$ cat src/rtl/core/fbpa_ram.sv
// Generic single-write, single-read synchronous RAM with registered read data.
// Standalone; no package dependency.
module fbpa_ram #(
    parameter int WIDTH = 8,
    parameter int DEPTH = 16,
    parameter int AW    = (DEPTH > 1) ? $clog2(DEPTH) : 1
) (
    input  logic             i_clk,
    input  logic             i_we,
    input  logic [AW-1:0]    i_waddr,
    input  logic [WIDTH-1:0] i_wdata,
    input  logic             i_re,
    input  logic [AW-1:0]    i_raddr,
    output logic [WIDTH-1:0] o_rdata
);

    logic [WIDTH-1:0] r_mem [DEPTH];
    logic [WIDTH-1:0] r_rdata;

    // Write port
    always_ff @(posedge i_clk) begin
        if (i_we) begin
            r_mem[i_waddr] <= i_wdata;
        end
    end

    // Registered read port
    always_ff @(posedge i_clk) begin
        if (i_re) begin
            r_rdata <= r_mem[i_raddr];
        end
    end

    assign o_rdata = r_rdata;

endmodule

$ cat config.mk
export PLATFORM = sky130hd
export DESIGN_NAME = fbpa_ram
export DESIGN_NICKNAME = d
export VERILOG_FILES = /design/src/rtl/core/fbpa_ram.sv
export SDC_FILE = /design/constraint.sdc
export NUM_CORES = 1
export LEC_CHECK = 0
export ABC_AREA = 1
export BUFFER_PORTS_ARGS = -buffer_cell sky130_fd_sc_hd__buf_2
export CAP_MARGIN = 40
export CORE_ASPECT_RATIO = 0.75
export CORE_MARGIN = 1.5
export CORE_UTILIZATION = 50
export CTS_CLUSTER_DIAMETER = 150
export DETAILED_ROUTE_END_ITERATION = 10
export GPL_TIMING_DRIVEN = 0
export PLACE_DENSITY = 0.67
export SETUP_SLACK_MARGIN = 0.02
export SYNTH_ARGS = -nofsm -noshare
export SYNTH_HDL_FRONTEND = slang
export SYNTH_SLANG_ARGS = --single-unit
$ cat constraint.sdc
create_clock -name i_clk -period 1.2 [get_ports i_clk]
set_input_delay 0.12 -clock i_clk [delete_from_list [all_inputs] [get_ports i_clk]]
set_output_delay 0.12 -clock i_clk [all_outputs]
set_load 0.02 [all_outputs]
Word level (Yosys, flattened, before mapping)
Memories as Yosys holds them, arrays and structs flattened. A register that Yosys moved wholly into a read port is not among the register bits.
Cells that the tools add are included.
{"block": "op_classes", "mux": 2}
{"op": "$mux 1", "count": 2}
{"block": "totals", "ff_bits": 0, "ramBits": 128, "out_inout_bits": 8, "wordCells": 3, "n_memories": 1}
{"name": "r_mem", "words": 16, "word_bits": 8, "read_ports": 1, "rd_clocked_by_memory_dff": 1, "write_ports": 1, "line_no": "17", "source": "logic [WIDTH-1:0] r_mem [DEPTH];"}

Logic depth before layout (Yosys ltp)
{"block": "depth", "depth_word": 2, "ltp_mapped": 8, "mapped_depth_nobuf": 7}

Least setup slack after synthesis
Ideal clock, no wire load.
{"block": "synth_path", "kind": "input -> register", "start": "in i_waddr[2]", "end": "mem r_mem[10][0], enable pin", "setup_time_ns": 0.370, "arrival_time_ns": 0.701, "required_ns": 0.830, "slack_ns": 0.129, "path_stages": 2, "path_cell_list": "nand3b_1 nor2_1"}
{"item": "start, declared", "line_no": "10", "source": "input logic [AW-1:0] i_waddr,"}
{"item": "end, declared", "line_no": "17"}
No word-level cell before the write port.

==> results by group <==
Global routing
  • First-pass GRT wire length: 21.07 mm
  • Largest net degree at the start of global routing: 17
  • GRT Residual Overflow: 0
  • Tot GR Track Use: 23.87%
  • Vias in the first global route: 3,670
  • Initial antenna violation count: 0

Clocking
  • Clock Tree Buf Depth: 2
  • CTS tree: built
  • Post-CTS Setup Repair Bufs: 0
  • Clock slew at reported path FFs: 60 ps
  • Clock Tree Root: clkbuf_16
  • Cts bufs inserted: 17
  • CTS H-tree lvls: 4
  • Worst-skew pair later-pin latency: 420 ps
  • Clock sinks: 136
  • Hold_buf cts: 0

Run status
  • Run status: complete, no violations

Placement
  • DP Wirelength: 9.212 mm
  • Cell Count Post-Placement: 714
  • IO Port Bufs: 23
  • Global placement routability congestion: 0.8858
  • Pre-CTS setup slack: -435.5 ps

STA
  • Clock Skews: 5.580 ps
  • Worst slew pin tran: 770.6 ps
  • Slew HR: 48.44%
  • Final Setup Violations: 0
  • Final hold vios: 0
  • Period minus WS final: 1162 ps
  • F_max: 0.8605 GHz
  • Fin. max-slew vios: 0
  • WHS: 33.29 ps
  • Worst Slack Setup Final: 37.84 ps
  • RSZ-0062 raised after global routing: yes
  • Final period util: 96.85%

Min path
  • Min-Delay Path Class: input port to flop
  • Min-delay src: i_re

Layout
  • Fillers: 890
  • Area growth, synth to finish: 18.08%
  • Post-layout nets: 612
  • Final core occ: 61.93%
  • Final Non-Filler Cells: 746
  • Share of cells above drive strength 1: 16.17%
  • # diodes: 0

Logic synthesis
  • Post-Synthesis Cell Area: 5847 µm²
  • Post-synthesis sequential area ratio: 69.85%
  • Synthesis warning total: 0
  • Syn Inst Count: 551
  • Distinct cells, synth: 11
  • #FFs+latches synth: 136
  • Syn_area_per_cell: 10.61 µm²
  • Syn Nets: 570

Floorplan
  • Die width: 127.9 µm
  • Die span in y: 96.65 µm
  • I/O Pins: 27
  • Core area: 11,150 µm²
  • Die ar.: 12,360 µm²
  • Row cnt: 33
  • Initial Utilization: 52.45%

Detailed routing
  • DR vias: 3,939
  • # DRC: 0
  • Avg WL per Cell: 18.53 µm
  • Post-route ant nets: 0
  • Routed vias/inst: 5.280
  • DRT Pass-1 Iters: 5
  • Routed wire length: 13.83 mm
  • Initial drt markers: 432

Flow run
  • Max Cap Viol: 0

Worst setup path
  • Setup Crit Path Kind: flop to flop
  • Crit. End Element: flop
  • Bufs and invs on worst path: 0
  • Crit path launch type: flop
  • Crit Path Max Fanout: 1
  • CP required: 1370 ps
  • CP Launch Point: r_mem[3][0]$_DFFE_PP_
  • Worst EP arrival: 1330 ps
  • Crit path cell chain: nand2_1 > nand2_1 > nand2_1 > nand3_2 > nand3_2 > nand2_2
  • R2R Path Start: r_mem[3][0]$_DFFE_PP_
  • Slowest cell on the critical path: edfxtp_1
  • CP peak stage delay: 370 ps
  • Critical path's top delay family: simple AND/OR/NAND/NOR gates
  • CP dominant cell by count: nand2_1

Pwr
  • Static Leak: 2.981 nW
  • Pwr dens: 1757 nW/µm²
  • Peak VDD IR: 1586 µV
==> stage by stage <==
| step | TNS [ps] | total power, W | instance area, µm² |
|---|---|---|---|
| finish | 0 | 0.01213 | 6904 |
| global route | 0 | 0.01247 | 6904 |
| CTS | 0 | 0.01214 | 6832 |
| detailed placement | -35970 | 0.006181 | 6137 |
| global placement | -30440 | 0.006167 | 6137 |
| floorplan | 0 | 0.005880 | 5847 |
==> repair_timing <==
item / CTS / global route
cloned: 0 / 0
hold endpoints to repair: 0 / 0
pin swaps: 0 / 10
gates resized for setup: 3 / 18
endpoints found under the setup margin: 10 / 23
==> placed cells by master, fill, tap and decap left out <==
| master | n |
|---|---|
| clkbuf_16 | 17 |
| nor2_1 | 12 |
| inv_1 | 100 |
| buf_6 | 6 |
| buf_1 | 1 |
| bufinv_16 | 7 |
| nand3_2 | 13 |
| clkinv_2 | 2 |
| buf_4 | 4 |
| buf_2 | 36 |
| nand2_2 | 3 |
| nor2_2 | 5 |
| nand3b_1 | 2 |
| clkinv_4 | 1 |
| edfxtp_1 | 136 |
| nand2_1 | 170 |
| clkbuf_1 | 2 |
| clkinv_1 | 1 |
| nand3_1 | 84 |
| inv_2 | 2 |
| clkinvlp_4 | 1 |
| inv_6 | 1 |
==> cells by family (layout without fill, tap and decap cells) <==
kind of cell | count (synthesis) | after routing | synth area share (%)
buffers and inverters | 126 | 181 | 9.394
DFF | 136 | 136 | 69.85
and+or+nand+nor | 289 | 289 | 20.76
==> power breakdown <==
group	total, W	internal, W	switching [W]
logic	0.000745	0.000209	0.000536
clock network	0.00601	0.00410	0.00191
registers	0.00538	0.00535	0.0000243
total	0.0121	0.00966	0.00247
==> Yosys cell counts <==
cell,count,area [µm²]
buf_1,1,3.750
buf_2,13,65.06
buf_4,4,30.03
buf_6,6,67.56
edfxtp_1,136,4084
inv_1,100,375.4
inv_2,2,7.510
nand2_1,173,649.4
nand3_1,97,485.5
nand3b_1,2,15.01
nor2_1,17,63.81
==> registers in the layout, indices dropped and copies added (netlist names) <==
| register | cells |
|---|---|
| r_mem | 128 |
| o_rdata | 8 |
==> worst paths after layout <==
kind / to / slack [ps] / depth (start not counted)
setup / recovery: o_rdata[0]$_DFFE_PP_ / 40 / 6
hold / removal: o_rdata[5]$_DFFE_PP_ / 30 / 1
setup reg to reg: o_rdata[0]$_DFFE_PP_ / 40 / 6
hold reg to reg: o_rdata[1]$_DFFE_PP_ / 780 / 6
==> layer usage <==
layer / up-vias / track usage (%) / wire [µm]
met4: 0 / 7.865 / 255
met3: 22 / 7.633 / 1349
li1: 1870 / - / -
met2: 177 / 34.00 / 5990
met5: - / 0 / 0
met1: 1870 / 34.90 / 6232
==> area by class of cell <==
type	instances	area, µm²	share of cell area (%)
flip-flops and latches	136	4084	59.15
multi-input cells	289	1299	18.81
clock buffers	19	432.9	6.270
inverters	102	382.9	5.545
clock inverters	13	249.0	3.606
well taps	140	175.2	2.537
plain buffers	24	166.4	2.410
repair buffers	23	115.1	1.667
Note: power is estimated with default switching activity, not from simulation.
