$ cat config.mk
export PLATFORM = sky130hd
export DESIGN_NAME = fbpa_div
export DESIGN_NICKNAME = d
export VERILOG_FILES = /design/src/rtl/core/fbpa_pkg.sv /design/src/rtl/core/fbpa_div.sv
export SDC_FILE = /design/constraint.sdc
export NUM_CORES = 1
export LEC_CHECK = 0
export ABC_AREA = 1
export BUFFER_PORTS_ARGS = -buffer_cell sky130_fd_sc_hd__buf_2
export CORE_MARGIN = 3
export CORE_UTILIZATION = 55
export CTS_BUF_LIST = sky130_fd_sc_hd__clkbuf_2
export CTS_CLUSTER_DIAMETER = 80
export DETAILED_ROUTE_END_ITERATION = 7
export PLACE_DENSITY = 0.78
export SYNTH_ARGS = -nofsm -noshare
export SYNTH_HDL_FRONTEND = slang
export SYNTH_SLANG_ARGS = --single-unit
$ cat constraint.sdc
create_clock -name i_clk -period 2.1 [get_ports i_clk]
set_input_delay 0.21 -clock i_clk [delete_from_list [all_inputs] [get_ports i_clk]]
set_output_delay 0.21 -clock i_clk [all_outputs]
set_load 0.03 [all_outputs]
$ cat src/rtl/core/fbpa_pkg.sv
// Shared types, codes and constants for the fixed block pool allocator.
// Used by fbpa_div and fixed_block_pool_allocator; depends on nothing.
package fbpa_pkg;

    // Default pool depth in slots
    localparam int MAX_SLOTS_DEF = 1024;

    // Field widths
    localparam int ADDR_W    = 32;
    localparam int BLOCK_W   = 17;
    localparam int ALIGN_W   = 8;
    localparam int FUNC_W    = 2;
    localparam int LIVE_W    = 11;
    localparam int CFG_IDX_W = 2;

    // Divider widths
    localparam int DIVIDEND_W = 32;
    localparam int DIVISOR_W  = 17;
    localparam int DIV_CNT_W  = $clog2(DIVIDEND_W);

    // Request function codes
    localparam logic [FUNC_W-1:0] FUNC_ALLOC = 2'd0;
    localparam logic [FUNC_W-1:0] FUNC_FREE  = 2'd1;
    localparam logic [FUNC_W-1:0] FUNC_CLEAR = 2'd2;

    // Configuration register indexes
    localparam logic [CFG_IDX_W-1:0] CFG_BASE  = 2'd0;
    localparam logic [CFG_IDX_W-1:0] CFG_POOL  = 2'd1;
    localparam logic [CFG_IDX_W-1:0] CFG_BLOCK = 2'd2;
    localparam logic [CFG_IDX_W-1:0] CFG_ALIGN = 2'd3;

    // Request payload
    typedef struct packed {
        logic [FUNC_W-1:0] func;
        logic [ADDR_W-1:0] free_address;
    } t_in_req;

    // Response payload
    typedef struct packed {
        logic [ADDR_W-1:0] block_address;
        logic              pool_empty;
        logic [ADDR_W-1:0] bytes_in_use;
        logic [LIVE_W-1:0] blocks_in_use;
    } t_out_rsp;

    // Divider control toward the divider
    typedef struct packed {
        logic                  start;
        logic [DIVIDEND_W-1:0] dividend;
        logic [DIVISOR_W-1:0]  divisor;
    } t_div_req;

    // Divider status back to the controller
    typedef struct packed {
        logic                  done;
        logic [DIVIDEND_W-1:0] quotient;
        logic [DIVISOR_W-1:0]  remainder;
    } t_div_rsp;

endpackage

$ cat src/rtl/core/fbpa_div.sv
// Radix-2 restoring divider, one quotient bit per cycle.
// Depends on fbpa_pkg for widths and the request/status structs.
module fbpa_div (
    input  logic              i_clk,
    input  logic              i_rst_n,
    input  fbpa_pkg::t_div_req i_req,
    output fbpa_pkg::t_div_rsp o_rsp
);
    import fbpa_pkg::*;

    logic                  r_busy;
    logic                  r_done;
    logic [DIV_CNT_W-1:0]  r_cnt;
    logic [DIVISOR_W-1:0]  r_rem;
    logic [DIVIDEND_W-1:0] r_quo;
    logic [DIVISOR_W-1:0]  r_div;

    logic [DIVISOR_W:0]    w_shift;
    logic [DIVISOR_W+1:0]  w_diff;
    logic                  w_ge;

    // Trial subtract of the divisor from the shifted partial remainder
    assign w_shift = {r_rem, r_quo[DIVIDEND_W-1]};
    assign w_diff  = {1'b0, w_shift} - (DIVISOR_W+2)'(r_div);
    assign w_ge    = ~w_diff[DIVISOR_W+1];

    // Control: start, count steps, pulse done
    always_ff @(posedge i_clk) begin
        if (!i_rst_n) begin
            r_busy <= 1'b0;
            r_done <= 1'b0;
            r_cnt  <= '0;
        end else begin
            r_done <= 1'b0;
            if (i_req.start) begin
                r_busy <= 1'b1;
                r_cnt  <= '0;
            end else if (r_busy) begin
                r_cnt <= r_cnt + 1'b1;
                if (r_cnt == DIV_CNT_W'(DIVIDEND_W - 1)) begin
                    r_busy <= 1'b0;
                    r_done <= 1'b1;
                end
            end
        end
    end

    // Datapath: load operands, then shift in one quotient bit a cycle
    always_ff @(posedge i_clk) begin
        if (i_req.start) begin
            r_rem <= '0;
            r_quo <= i_req.dividend;
            r_div <= i_req.divisor;
        end else if (r_busy) begin
            r_rem <= w_ge ? w_diff[DIVISOR_W-1:0] : w_shift[DIVISOR_W-1:0];
            r_quo <= {r_quo[DIVIDEND_W-2:0], w_ge};
        end
    end

    assign o_rsp.done      = r_done;
    assign o_rsp.quotient  = r_quo;
    assign o_rsp.remainder = r_rem;

endmodule

After elaboration in Yosys (flattened, before gate mapping):

Cells that the tools add are included.

* output and inout bits: 50
* word-level logic and storage cells: 22
* bits in registers: 73
* bits of input ports: 52

* equal/unequal tests: 1
* $add $sub $neg: 2
* reductions and logical operators: 3
* mux-type cells: 7
* bitwise gates (word level): 3

Operators with widths (number)
* 2-to-1 mux 32 bit: 2
* subtractor 18 x 17 -> 19 bit: 1
* 2-to-1 mux 17 bit: 1
* adder 5 x 1 -> 5 bit (second input constant): 1
* equality test 5 bit (second input constant): 1
* 2-to-1 mux 1 bit: 4
* NOT 1 bit: 3
* OR reduction 3 bit: 1
* nonzero test 2 bit: 1
* OR reduction 2 bit: 1

Depth between registers and ports, before layout:

Gate-level depths: netlist of run 1.

* depth after elaboration: 4
* gate-level depth with buffers: 15
* gate-level depth less buffers: 14

Least setup slack after synthesis of run 1:

OpenSTA, ideal clock, no wires.

* path kind: reg-to-reg
* from: register r_quo[31]
* to: register r_quo[0] (data pin)
* stages on the path, launching flop included: 11
* data arrival time: 1.849 ns
* path slack: -0.010 ns
* library setup time: 0.261 ns
* cell sequence: edfxtp_1 inv_1 ha_1 inv_1 fa_1 nand3_2 nand3_2 nand2_2 buf_6 buf_8 a31oi_1

* longest elaborated chain between the ends: 4

Ends and longest elaborated chain
* start: declaration: line fbpa_div.sv:15 `logic [DIVIDEND_W-1:0] r_quo;`
* start signal: assignment: line fbpa_div.sv:52 `r_quo <= i_req.dividend;`
* start signal: assignment: line fbpa_div.sv:56 `r_quo <= {r_quo[DIVIDEND_W-2:0], w_ge};`
* subtractor 18 x 17 -> 19 bit: line fbpa_div.sv:24 `assign w_diff = {1'b0, w_shift} - (DIVISOR_W+2)'(r_div);`
* NOT 1 bit: line fbpa_div.sv:25 `assign w_ge = ~w_diff[DIVISOR_W+1];`
* 2-to-1 mux 32 bit: line fbpa_div.sv:54 `end else if (r_busy) begin`
* 2-to-1 mux 32 bit: line fbpa_div.sv:50 `if (i_req.start) begin`

Every way passes these cells. The select of a mux whose other input is x is not followed.
A chain may end at the register's enable or synchronous reset.

Worst setup path after layout of run 1:

* from: register r_rem[8]
* to: register r_rem[3]

* longest elaborated chain between the ends: 2

Ends and longest elaborated chain
* start: declaration: line fbpa_div.sv:14 `logic [DIVISOR_W-1:0] r_rem;`
* start signal: assignment: line fbpa_div.sv:55 `r_rem <= w_ge ? w_diff[DIVISOR_W-1:0] : w_shift[DIVISOR_W-1:0];`
* subtractor 18 x 17 -> 19 bit: line fbpa_div.sv:24
* 2-to-1 mux 17 bit: line fbpa_div.sv:55

Every way passes these cells.

==> impl_results.md, run 1 <==
* CP required at 2.54 ns
* Vias in the first global route at 4142
* Buf/Inv on CP at 1
* Post-synth EDFFs at 49
* Share of the yosys chip area belonging to registers at 46.6%
* Synth area leaders: edfxtp_1 35%, nand2_1 20%, dfxtp_1 11%
* CP arrival at 2.45 ns
* Number of synthesis warnings at 0
* Critical Path Start Type: flop
* Max clock buf depth at 2
* Drt pass-1 iters at 6
* Fmax achieved at about 0.50 GHz
* Vias per inst at 5.39
* Crit Path Class: reg2reg
* IO Pins at 102
* Max-slew violations at 0
* Distinct cells, synth at 35
* H-tree Lvls at 3
* Syn nets at 606
* Final std cells w/o fill at 798
* Gr usage total at 29.1%
* Worst-path clk slew at between 0.2 and 0.3 ns
* FF/Latch Area at around 0.002 mm²
* Final #Nets at 766
* Final period utilization at 95.7%
* Die width at 93.2 µm
* WHS Path Cells at 1
* Max_cap viols at 0
* Post-route clock skew at 0.0404 ns
* Final hold viol count at 0
* GRT overflow at 0
* Chip height at 93.2 µm
* Status: finished clean
* Post-Place Cells at 728
* Worst Path Max Fanout at 5
* CP Capture Type: flop
* Synth top cells by count: 222 x nand2_1, 71 x inv_1, 49 x edfxtp_1
* Register-to-Register Path Depth at 10
* Antenna Violating Nets Remaining at 0
* CTS tree: done
* Initial antenna violation count at 0
* Num CTS Buffers at 9
* Die area at 0.00869 mm²
* Final setup fails at 0
* Final core occ at 76.0%
* # rows at 31
* Max incr delay on CP at 0.46 ns
* Footprint of the multi-input gates at about 0.0020 mm²
* Maximum VDD drop at 511 µV
* Post-DP HPWL at approximately 7500 µm
* Routed wire length at approximately 12000 µm
* CTS sink cnt at 73
* Min cycle time layout at between 2 and 2.5 ns
* CP top delay family: simple AND/OR/NAND/NOR gates
* Routability cong. at 0.924
* Netlist Area Pre-Place at ~0.0042 mm²
* Area delta synth->final at 33.1%
* Leak Pwr at between 2 and 3 nW
* Number of cells on the critical path at 10
* Initial DRC count at 279
* Class of the worst hold path: in2reg
* Post-Syn Area per Cell at slightly below 8 µm²
* Vias at 4305
* Area leader, netlist: edfxtp_1
* Largest net degree at the start of global routing at 45
* Residual DRC at 0
* Core Area at 0.00733 mm²
* Syn Inst Count at 534
* First-pass GRT wire length at 19700 µm
* # fillers at 533
* Rel. slew slack at 66.9%
* Clock Latency Late Sink at 0.54 ns
* Tightest Pin Transition at 0.496 ns
* Starting Density at 57.1%
* IO buf count at roughly 100
* Placed Area at ~0.0048 mm²
* Pre-CTS setup slack at 0.101 ns
* Finished Cell Area at 0.00557 mm²
* Synth async-reset ratio at 0%
* Hold WS at 0.0453 ns
* Share of layout cells above drive strength 1 at 24.0%
* Slowest CP cell: dfxtp_1
* Ant diodes at 0
* Worst setup margin at 0.0905 ns
* Root buffer cell: clkbuf_2
* Share of the synthesized area in the top cell type at 35.1%
* Cells along the critical path: ha_2 > nand2_1 > nand2_1 > a21oi_4 > nand3_2 > nand2_4 > buf_4 > nand3_1 > nand3_1 > o21ai_0
* Routed len/inst at 15.7 µm
* Most numerous cell in the Yosys netlist: nand2_1
* #FFs+latches synth at 73
* Top FF cell, synth: edfxtp_1
* Pwr dens at around 580 mW/mm²
area by class of cell:
type	instances	share of cell area, %
multi-input cells	373	35.3
well taps	99	2.22
clock inverters	7	1.26
flip-flops and latches	73	35.0
repair buffers	165	20.6
clock buffers	9	0.809
inverters	72	4.85
kinds of logic (layout without fill, tap and decap cells):
kind of cell | count (synthesis) | count (layout) | share of synthesized area [%]
AOI/OAI and AO/OA | 33 | 33 | 4.27
xor gates and xnor gates | 7 | 7 | 1.46
adders and majority gates | 20 | 20 | 6.16
buffers and inverters | 88 | 253 | 9.20
DFF | 73 | 73 | 46.6
and+or+nand+nor | 313 | 313 | 32.3
layout by cell type (no fill, tap or decap), types with 2 or more instances in the layout:
cell	synthesis	routed
dfxtp_1	24	24
and2_1	4	4
dlygate4sd3_1	0	50
and3_1	2	2
nor2_1	17	17
clkbuf_2	1	9
nand3_1	43	41
nand3_2	4	6
a21oi_4	0	2
xnor2_1	6	6
nand3b_2	2	2
nand2_2	6	14
buf_4	2	11
o21ai_0	10	9
clkinv_2	0	3
inv_2	0	2
nand2_1	222	212
nand3b_1	5	5
buf_2	0	101
o21ai_1	1	2
a21oi_1	17	16
nand4_1	4	4
inv_1	71	69
ha_4	0	3
ha_1	19	15
edfxtp_1	49	49
power breakdown:
group | internal [mW] | switching [mW]
Clock | 0.275 | 0.569
Combinational | 0.250 | 0.422
Sequential | 1.65 | 0.0591
timing repair:
| action | in CTS | in global routing |
|---|---|---|
| endpoints found under the setup margin | 0 | 17 |
| hold buffers | 50 | 0 |
| buffers inserted | 0 | 3 |
| endpoints found under the hold margin | 51 | 0 |
| gates resized for setup | 0 | 29 |
worst register-to-register path, stage by stage, from the launching register on:
cell	delay, ns
dfxtp_1	0.46
ha_2	0.34
nand2_1	0.10
nand2_1	0.12
a21oi_4	0.17
nand3_2	0.13
nand2_4	0.16
buf_4	0.18
nand3_1	0.08
nand3_1	0.09
o21ai_0	0.07
metrics by stage:
stage / setup TNS (ns) / total power [mW]
floorplan: 0 / 2.09
global placement: 0 / 2.27
detailed placement: 0 / 2.28
CTS: 0 / 3.16
global route: -0.0551 / 3.35
finish: 0 / 3.23
state kept, by name (all words and copies together), names as in the netlist:
signal / count
r_rem: 17
r_cnt: 5
r_busy: 1
r_quo: 32
r_div: 17
r_done: 1
routing by layer:
metal	wire [µm]	part of all wire, %	vias to the layer above	global-route usage (%)
met3	1000	8.0	42	5.63
li1	-	-	2020	-
met2	6270	50	230	49.5
met5	0	0	-	0
met4	433	3.5	0	14.0
met1	4790	38	2013	35.3
final timing paths:
check                  from        to  slack, ns
setup / recovery   r_rem[8]  r_rem[3]       0.09
hold / removal    i_req[49]  r_div[0]       0.05
setup reg to reg   r_rem[8]  r_rem[3]       0.09
hold reg to reg    r_cnt[3]  r_cnt[3]       0.49
Note: power is estimated with default switching activity, not from simulation.
==> run 2, diff against run 1 <==
--- a/config.mk
+++ b/config.mk
@@ -5,14 +5,13 @@
 export SDC_FILE = /design/constraint.sdc
 export NUM_CORES = 1
 export LEC_CHECK = 0
-export ABC_AREA = 1
 export BUFFER_PORTS_ARGS = -buffer_cell sky130_fd_sc_hd__buf_2
 export CORE_MARGIN = 3
 export CORE_UTILIZATION = 55
 export CTS_BUF_LIST = sky130_fd_sc_hd__clkbuf_2
 export CTS_CLUSTER_DIAMETER = 80
 export DETAILED_ROUTE_END_ITERATION = 7
-export PLACE_DENSITY = 0.78
+export PLACE_DENSITY = 0.79
 export SYNTH_ARGS = -nofsm -noshare
 export SYNTH_HDL_FRONTEND = slang
 export SYNTH_SLANG_ARGS = --single-unit
==> run 2 against run 1 <==
The run now ends with negative setup slack left. Worst setup slack got worse by 0.60 ns. First-iteration DRC count increased by 66%. Largest cell class is now flip-flops and latches. Synthesized cell count decreased by 35%. Clock power increased by 16%. Global-route usage increased by 5.5 points. Count of clock-buffer cells in the layout increased by 2. Design area increased by 3.7%. Die area decreased by 7.6%.
==> impl_results.md, run 2 <==
* Post-synth EDFFs at 49
* Syn nets at 420
* Netlist Area Pre-Place at 0.00385 mm²
* Class of the worst hold path: in2reg
* Slack of the worst reg-to-reg path at -0.51 ns
* Rel. slew slack at 61.7%
* Failing checks: negative setup slack
* Share of the yosys chip area belonging to registers at 50.7%
* Worst-path clk slew at 0.24 ns
* Final hold viol count at 0
* Num CTS Buffers at 9
* Die width at 89.7 µm
* Worst Path Max Fanout at 4
* CP required at 2.58 ns
* Sequential Power Share at between 40% and 50%
* IO Pins at 102
* CP Launch Point: r_div[2]
* Reg2reg start: r_div[2]
* Most numerous cell in the Yosys netlist: edfxtp_1
* Biggest regs: r_quo (32), r_div (17), r_rem (17)
* Min cycle time layout at 2.61 ns
* Residual DRC at 0
* Most frequent cells in the layout: 102 x buf_2, 71 x buf_4, 51 x dlygate4sd3_1
* Largest net degree at the start of global routing at 34
* Post-route clock skew at about 0.045 ns
* Fmax achieved at 0.383 GHz
* Root buffer cell: clkbuf_2
* Most common cell after layout, fill and taps aside: buf_2
* Number of synthesis warnings at 0
* Chip height at 89.7 µm
* #FFs+latches synth at 73
* R2R Path End: r_rem[13]
* Starting Density at 58.6%
* Hold_sp: i_req[2]
* Pre-CTS setup slack at -0.361 ns
* Max_cap viols at 0
* Hold WS at 0.329 ns
* Most flops, register: r_quo
* Post-DP HPWL at 7730 µm
* First-pass GRT wire length at around 21000 µm
* Share of the synthesized area in the top cell type at 38.2%
* GRT overflow at 0
* H-tree Lvls at 3
* Status: complete, but fails checks
* Pint at 2.52 mW
* Max reg flops at 32
* CP endpoint: r_rem[13]
* Worst setup margin at -0.514 ns
* Clock power share at 26.1%
* Vias at 4051
* Power share of the combinational group at 27.8%
* Critical Path Start Type: flop
* # rows at 29
* Tightest Pin Transition at 0.573 ns
* Final period utilization at 124%
* Die area at 0.00804 mm²
* Sw Pwr at approximately 1.2 mW
* Crit Path Class: reg2reg
* Switching share of power at 33.0%
* Vias in the first global route at 4071
* Top FF cell, synth: edfxtp_1
* Maximum VDD drop at 564 µV
* Final setup fails at 18
* Antenna Violating Nets Remaining at 0
* Synth top cells by count: 49 x edfxtp_1, 31 x mux2_2, 29 x inv_1
* CP arrival at 3.09 ns
* IO buf count at 101
* Initial DRC count at 463
* Syn Inst Count at 348
* Core Area at 0.00657 mm²
* Ant diodes at 0
* RSZ-0062 raised after global routing: yes
* Initial antenna violation count at 0
* Routed wire length at around 14000 µm
* Post-Syn Area per Cell at 11.1 µm²
* Setup TNS at -6.70 ns
* CTS tree: done
* Routed len/inst at 20.7 µm
* Register-to-Register Path Depth at 9
* Leak Pwr at between 2 and 3 nW
* Routability cong. at 0.947
* Pwr dens at 652 mW/mm²
* Area leader, netlist: edfxtp_1
* Synth area leaders: edfxtp_1 38%, dfxtp_1 12%, mux2_2 9.1%
* Final core occ at 88.0%
* Vias per inst at 6.05
* Distinct cells, synth at 59
* CTS sink cnt at 73
* Max-slew violations at 0
* Gr usage total at 34.6%
* Area delta synth->final at 50.1%
* Share of layout cells above drive strength 1 at 44.0%
* CP Capture Type: flop
* Max clock buf depth at 2
* Final #Nets at 644
* Synth async-reset ratio at 0%
* Clock Latency Late Sink at 0.59 ns
* Drt pass-1 iters at 6
[run 2: cell count changes in the layout (fill, tap and decap cells not counted), moves of 5 or more]
cell | before | now
nand3_1 | 41 | 7
inv_1 | 69 | 28
buf_4 | 11 | 71
a21o_1 | 0 | 5
nand2_1 | 212 | 22
nor2_1 | 17 | 24
nor3_1 | 1 | 8
mux2_2 | 0 | 31
nand2_2 | 14 | 3
nand3b_1 | 5 | 0
[run 2: how the worst min path moves through the flow]
stage / slack, ns / depth (start not counted) / end
after floorplan: 0.31 / 0 / r_div[0]
after CTS: 0.34 / 2 / r_div[2]
after global placement: 0.39 / 1 / r_div[16]
final: 0.33 / 2 / r_div[2]
after global routing: 0.32 / 2 / r_div[2]
after detailed placement: 0.39 / 1 / r_div[16]
[run 2: layout make-up]
class	instances	area, µm²
Timing Repair Buffer	230	1630
Clock buffer	11	55.1
Inverter	29	109
Multi-Input combinational cell	229	1830
Tap cell	93	116
Clock inverter	5	80.1
Fill cell	289	791
Sequential cell	73	1950
[run 2: logic make-up after synthesis]
group,synth area share [%]
flops,50.7
buf+inv,4.94
xor+xnor,2.73
compound gates,14.2
mux,10.1
simple gates,10.6
fa+ha+maj,6.70
[run 2: what timing repair did]
action,CTS,global route
hold buffers,51,0
resized for setup,20,13
gates cloned,1,0
endpoints found under the setup margin,18,18
pin swaps,18,7
hold endpoints to repair,54,0
buffers inserted,6,4
[run 2: critical path, cell delays in order (launching register included)]
cell and delay (ns):
edfxtp_1 0.39, inv_1 0.05, ha_1 0.30, buf_4 0.14
o21a_1 0.12, o31a_1 0.27, o211ai_1 0.22, a2111oi_1 0.63
nor4b_1 0.17, o31ai_1 0.25
[run 2: per-layer routing]
metal	track usage (%)	wire (µm)
met1	41.9	5030
met2	57.5	6500
met3	9.58	1650
met4	15.4	703
met5	0	0
[run 2: power groups by stage]
stage                     logic, mW  registers [mW]  clock network [mW]
after detailed placement      0.869            1.75                   0
after floorplan               0.374            1.91                   0
after global placement        0.845            1.75                   0
after CTS                     0.969            1.72               0.944
after global routing           1.11            1.75                1.02
final                          1.05            1.74               0.982
[run 2: through the flow]
step	std cells	power [mW]	area (µm²)
after floorplan	348	2.28	3880
after global placement	592	2.59	4920
after detailed placement	592	2.62	4920
after CTS	666	3.63	5680
after global routing	670	3.87	5780
final	670	3.77	5780
==> run 3, diff against run 2 <==
==> constraint.sdc (replaced) <==
create_clock -name i_clk -period 2.1 [get_ports i_clk]
set_input_delay 0.42 -clock i_clk [delete_from_list [all_inputs] [get_ports i_clk]]
set_output_delay 0.42 -clock i_clk [all_outputs]
set_load 0.03 [all_outputs]
==> run 3 against run 2 <==
The run still ends with negative setup slack left. Largest power group unchanged. Worst hold slack worse by 0.25 ns. Sequential share of layout area up 4.1 points. First-iteration DRC count down 42%. Critical path depth up 2. Sequential power about the same. Via count down 15%. Worst setup slack better by 0.15 ns. Cell count down 8.7%. Die area unchanged. Clock skew down 0.028 ns. Register-to-register slack better by 0.15 ns.
==> impl_results.md, run 3 (same netlist as run 2, synthesis figures left out) <==
* Crit Path Class: reg2reg
* Vias per inst at between 5 and 6
* CTS sink cnt at 73
* Most common cell after layout, fill and taps aside: buf_2
* R2R Path End: r_rem[3]
* Starting Density at 58.6%
* Failing checks: negative setup slack
* Finished Cell Area at 0.00515 mm²
* Leak Pwr at 2.35 nW
* Final period utilization at 117%
* Routed wire length at 10100 µm
* Pwr dens at 646 mW/mm²
* Hold WS at 0.0840 ns
* Ant diodes at 0
* Initial antenna violation count at 0
* CP arrival at roughly 2.9 ns
* Core Area at 0.00657 mm²
* Drt pass-1 iters at 5
* Final #Nets at 586
* Residual DRC at 0
* Root buffer cell: clkbuf_2
* CP endpoint: r_rem[3]
* Max_cap viols at 0
* Largest net degree at the start of global routing at 36
* Max reg flops at 32
* Slack of the worst reg-to-reg path at -0.36 ns
* Max-slew violations at 0
* Fmax achieved at 0.406 GHz
* CP Capture Type: flop
* Chip height at 89.7 µm
* Max clock buf depth at 2
* Min cycle time layout at 2.46 ns
* Share of layout cells above drive strength 1 at 46.2%
* Worst-path clk slew at approximately 0.20 ns
* Tightest Pin Transition at slightly above 0.6 ns
* Final std cells w/o fill at 612
* Setup TNS at -5.43 ns
* Clock Latency Late Sink at around 0.50 ns
* Cts hold-fix bufs at 0
* Post-Place Cells at approximately 590
* Final hold viol count at 0
* CP Launch Point: r_quo[31]
* Design Power at 3.33 mW
* Antenna Violating Nets Remaining at 0
* Most frequent cells in the layout: 101 x buf_2, 68 x buf_4, 49 x edfxtp_1
* Worst setup margin at -0.361 ns
* H-tree Lvls at 3
* CTS tree: done
* Most flops, register: r_quo
* Routability cong. at 0.941
* Area delta synth->final at 33.8%
* RSZ-0062 raised after global routing: yes
* IO Pins at 102
* Rel. slew slack at between 50% and 60%
* IO buf count at 101
* GRT overflow at 0
* Post-DP HPWL at 7500 µm
* Critical Path Start Type: flop
* Die area at 0.00804 mm²
* Status: complete, but fails checks
* Worst Path Max Fanout at 10
* First-pass GRT wire length at roughly 16000 µm
* Die width at 89.7 µm
* Reg2reg start: r_quo[31]
* Register-to-Register Path Depth at 11
* Biggest regs: r_quo (32), r_div (17), r_rem (17)
* # rows at 29
* Post-route clock skew at around 0.017 ns
* Final core occ at 78.4%
* Routed len/inst at about 16 µm
* Final setup fails at 18
* Vias at ~3400
* Gr usage total at 25.6%
* Placed Area at 0.00491 mm²
* CP required at 2.51 ns
* Initial DRC count at 267
* Class of the worst hold path: in2reg
* Maximum VDD drop at 638 µV
* Pre-CTS setup slack at -0.338 ns
* Num CTS Buffers at 9
* Vias in the first global route at 3386
## run 3: timing repair
action,in CTS,in global routing
setup buffers,5,2
cloned,0,0
setup endpoints to repair,18,18
endpoints found under the hold margin,0,0
resized for setup,13,9
pin swaps,6,5
## run 3: report_power, final
| group | switching [mW] | total (mW) | internal [mW] |
|---|---|---|---|
| clock | 0.516 | 0.667 | 0.150 |
| combinational | 0.538 | 0.940 | 0.402 |
| sequential | 0.0552 | 1.72 | 1.66 |
| total | 1.11 | 3.33 | 2.22 |
## run 3: per-layer routing
metal	up-vias	share of wire [%]	wire length (µm)	GRT usage [%]
met5	-	0	0	0
met1	1617	42	4240	33.5
met4	0	2.6	257	8.66
met2	170	47	4740	41.4
met3	25	8.1	812	6.93
li1	1626	-	-	-
## run 3: critical path, stage by stage, from the launching register on
cell and delay [ns]:
edfxtp_1 0.43, inv_1 0.07, ha_2 0.18, inv_2 0.04
fa_2 0.36, a211oi_4 0.33, o21bai_4 0.13, a22oi_2 0.20
a21o_1 0.19, buf_6 0.16, nand2_1 0.06, a311oi_1 0.24
## run 3: final cells by class
cell class	instances	area [µm²]
clock inverter	7	45.0
sequential	73	1950
inverter	29	109
tap	93	116
fill	442	1420
clock buffer	9	45.0
multi-input combinational	229	1820
timing repair buffer	172	1060
## run 3: how the worst min path moves through the flow
stage,slack (ns),end,depth (start not counted),from
2_1_floorplan,0.47,r_cnt[4],2,r_cnt[4]
3_3_place_gp,0.48,r_cnt[4],2,r_cnt[4]
3_5_place_dp,0.49,r_cnt[4],2,r_cnt[4]
4_1_cts,0.04,r_div[14],1,i_req[14]
5_1_grt,0.04,r_div[1],1,i_req[1]
6_report,0.08,r_div[1],1,i_req[1]
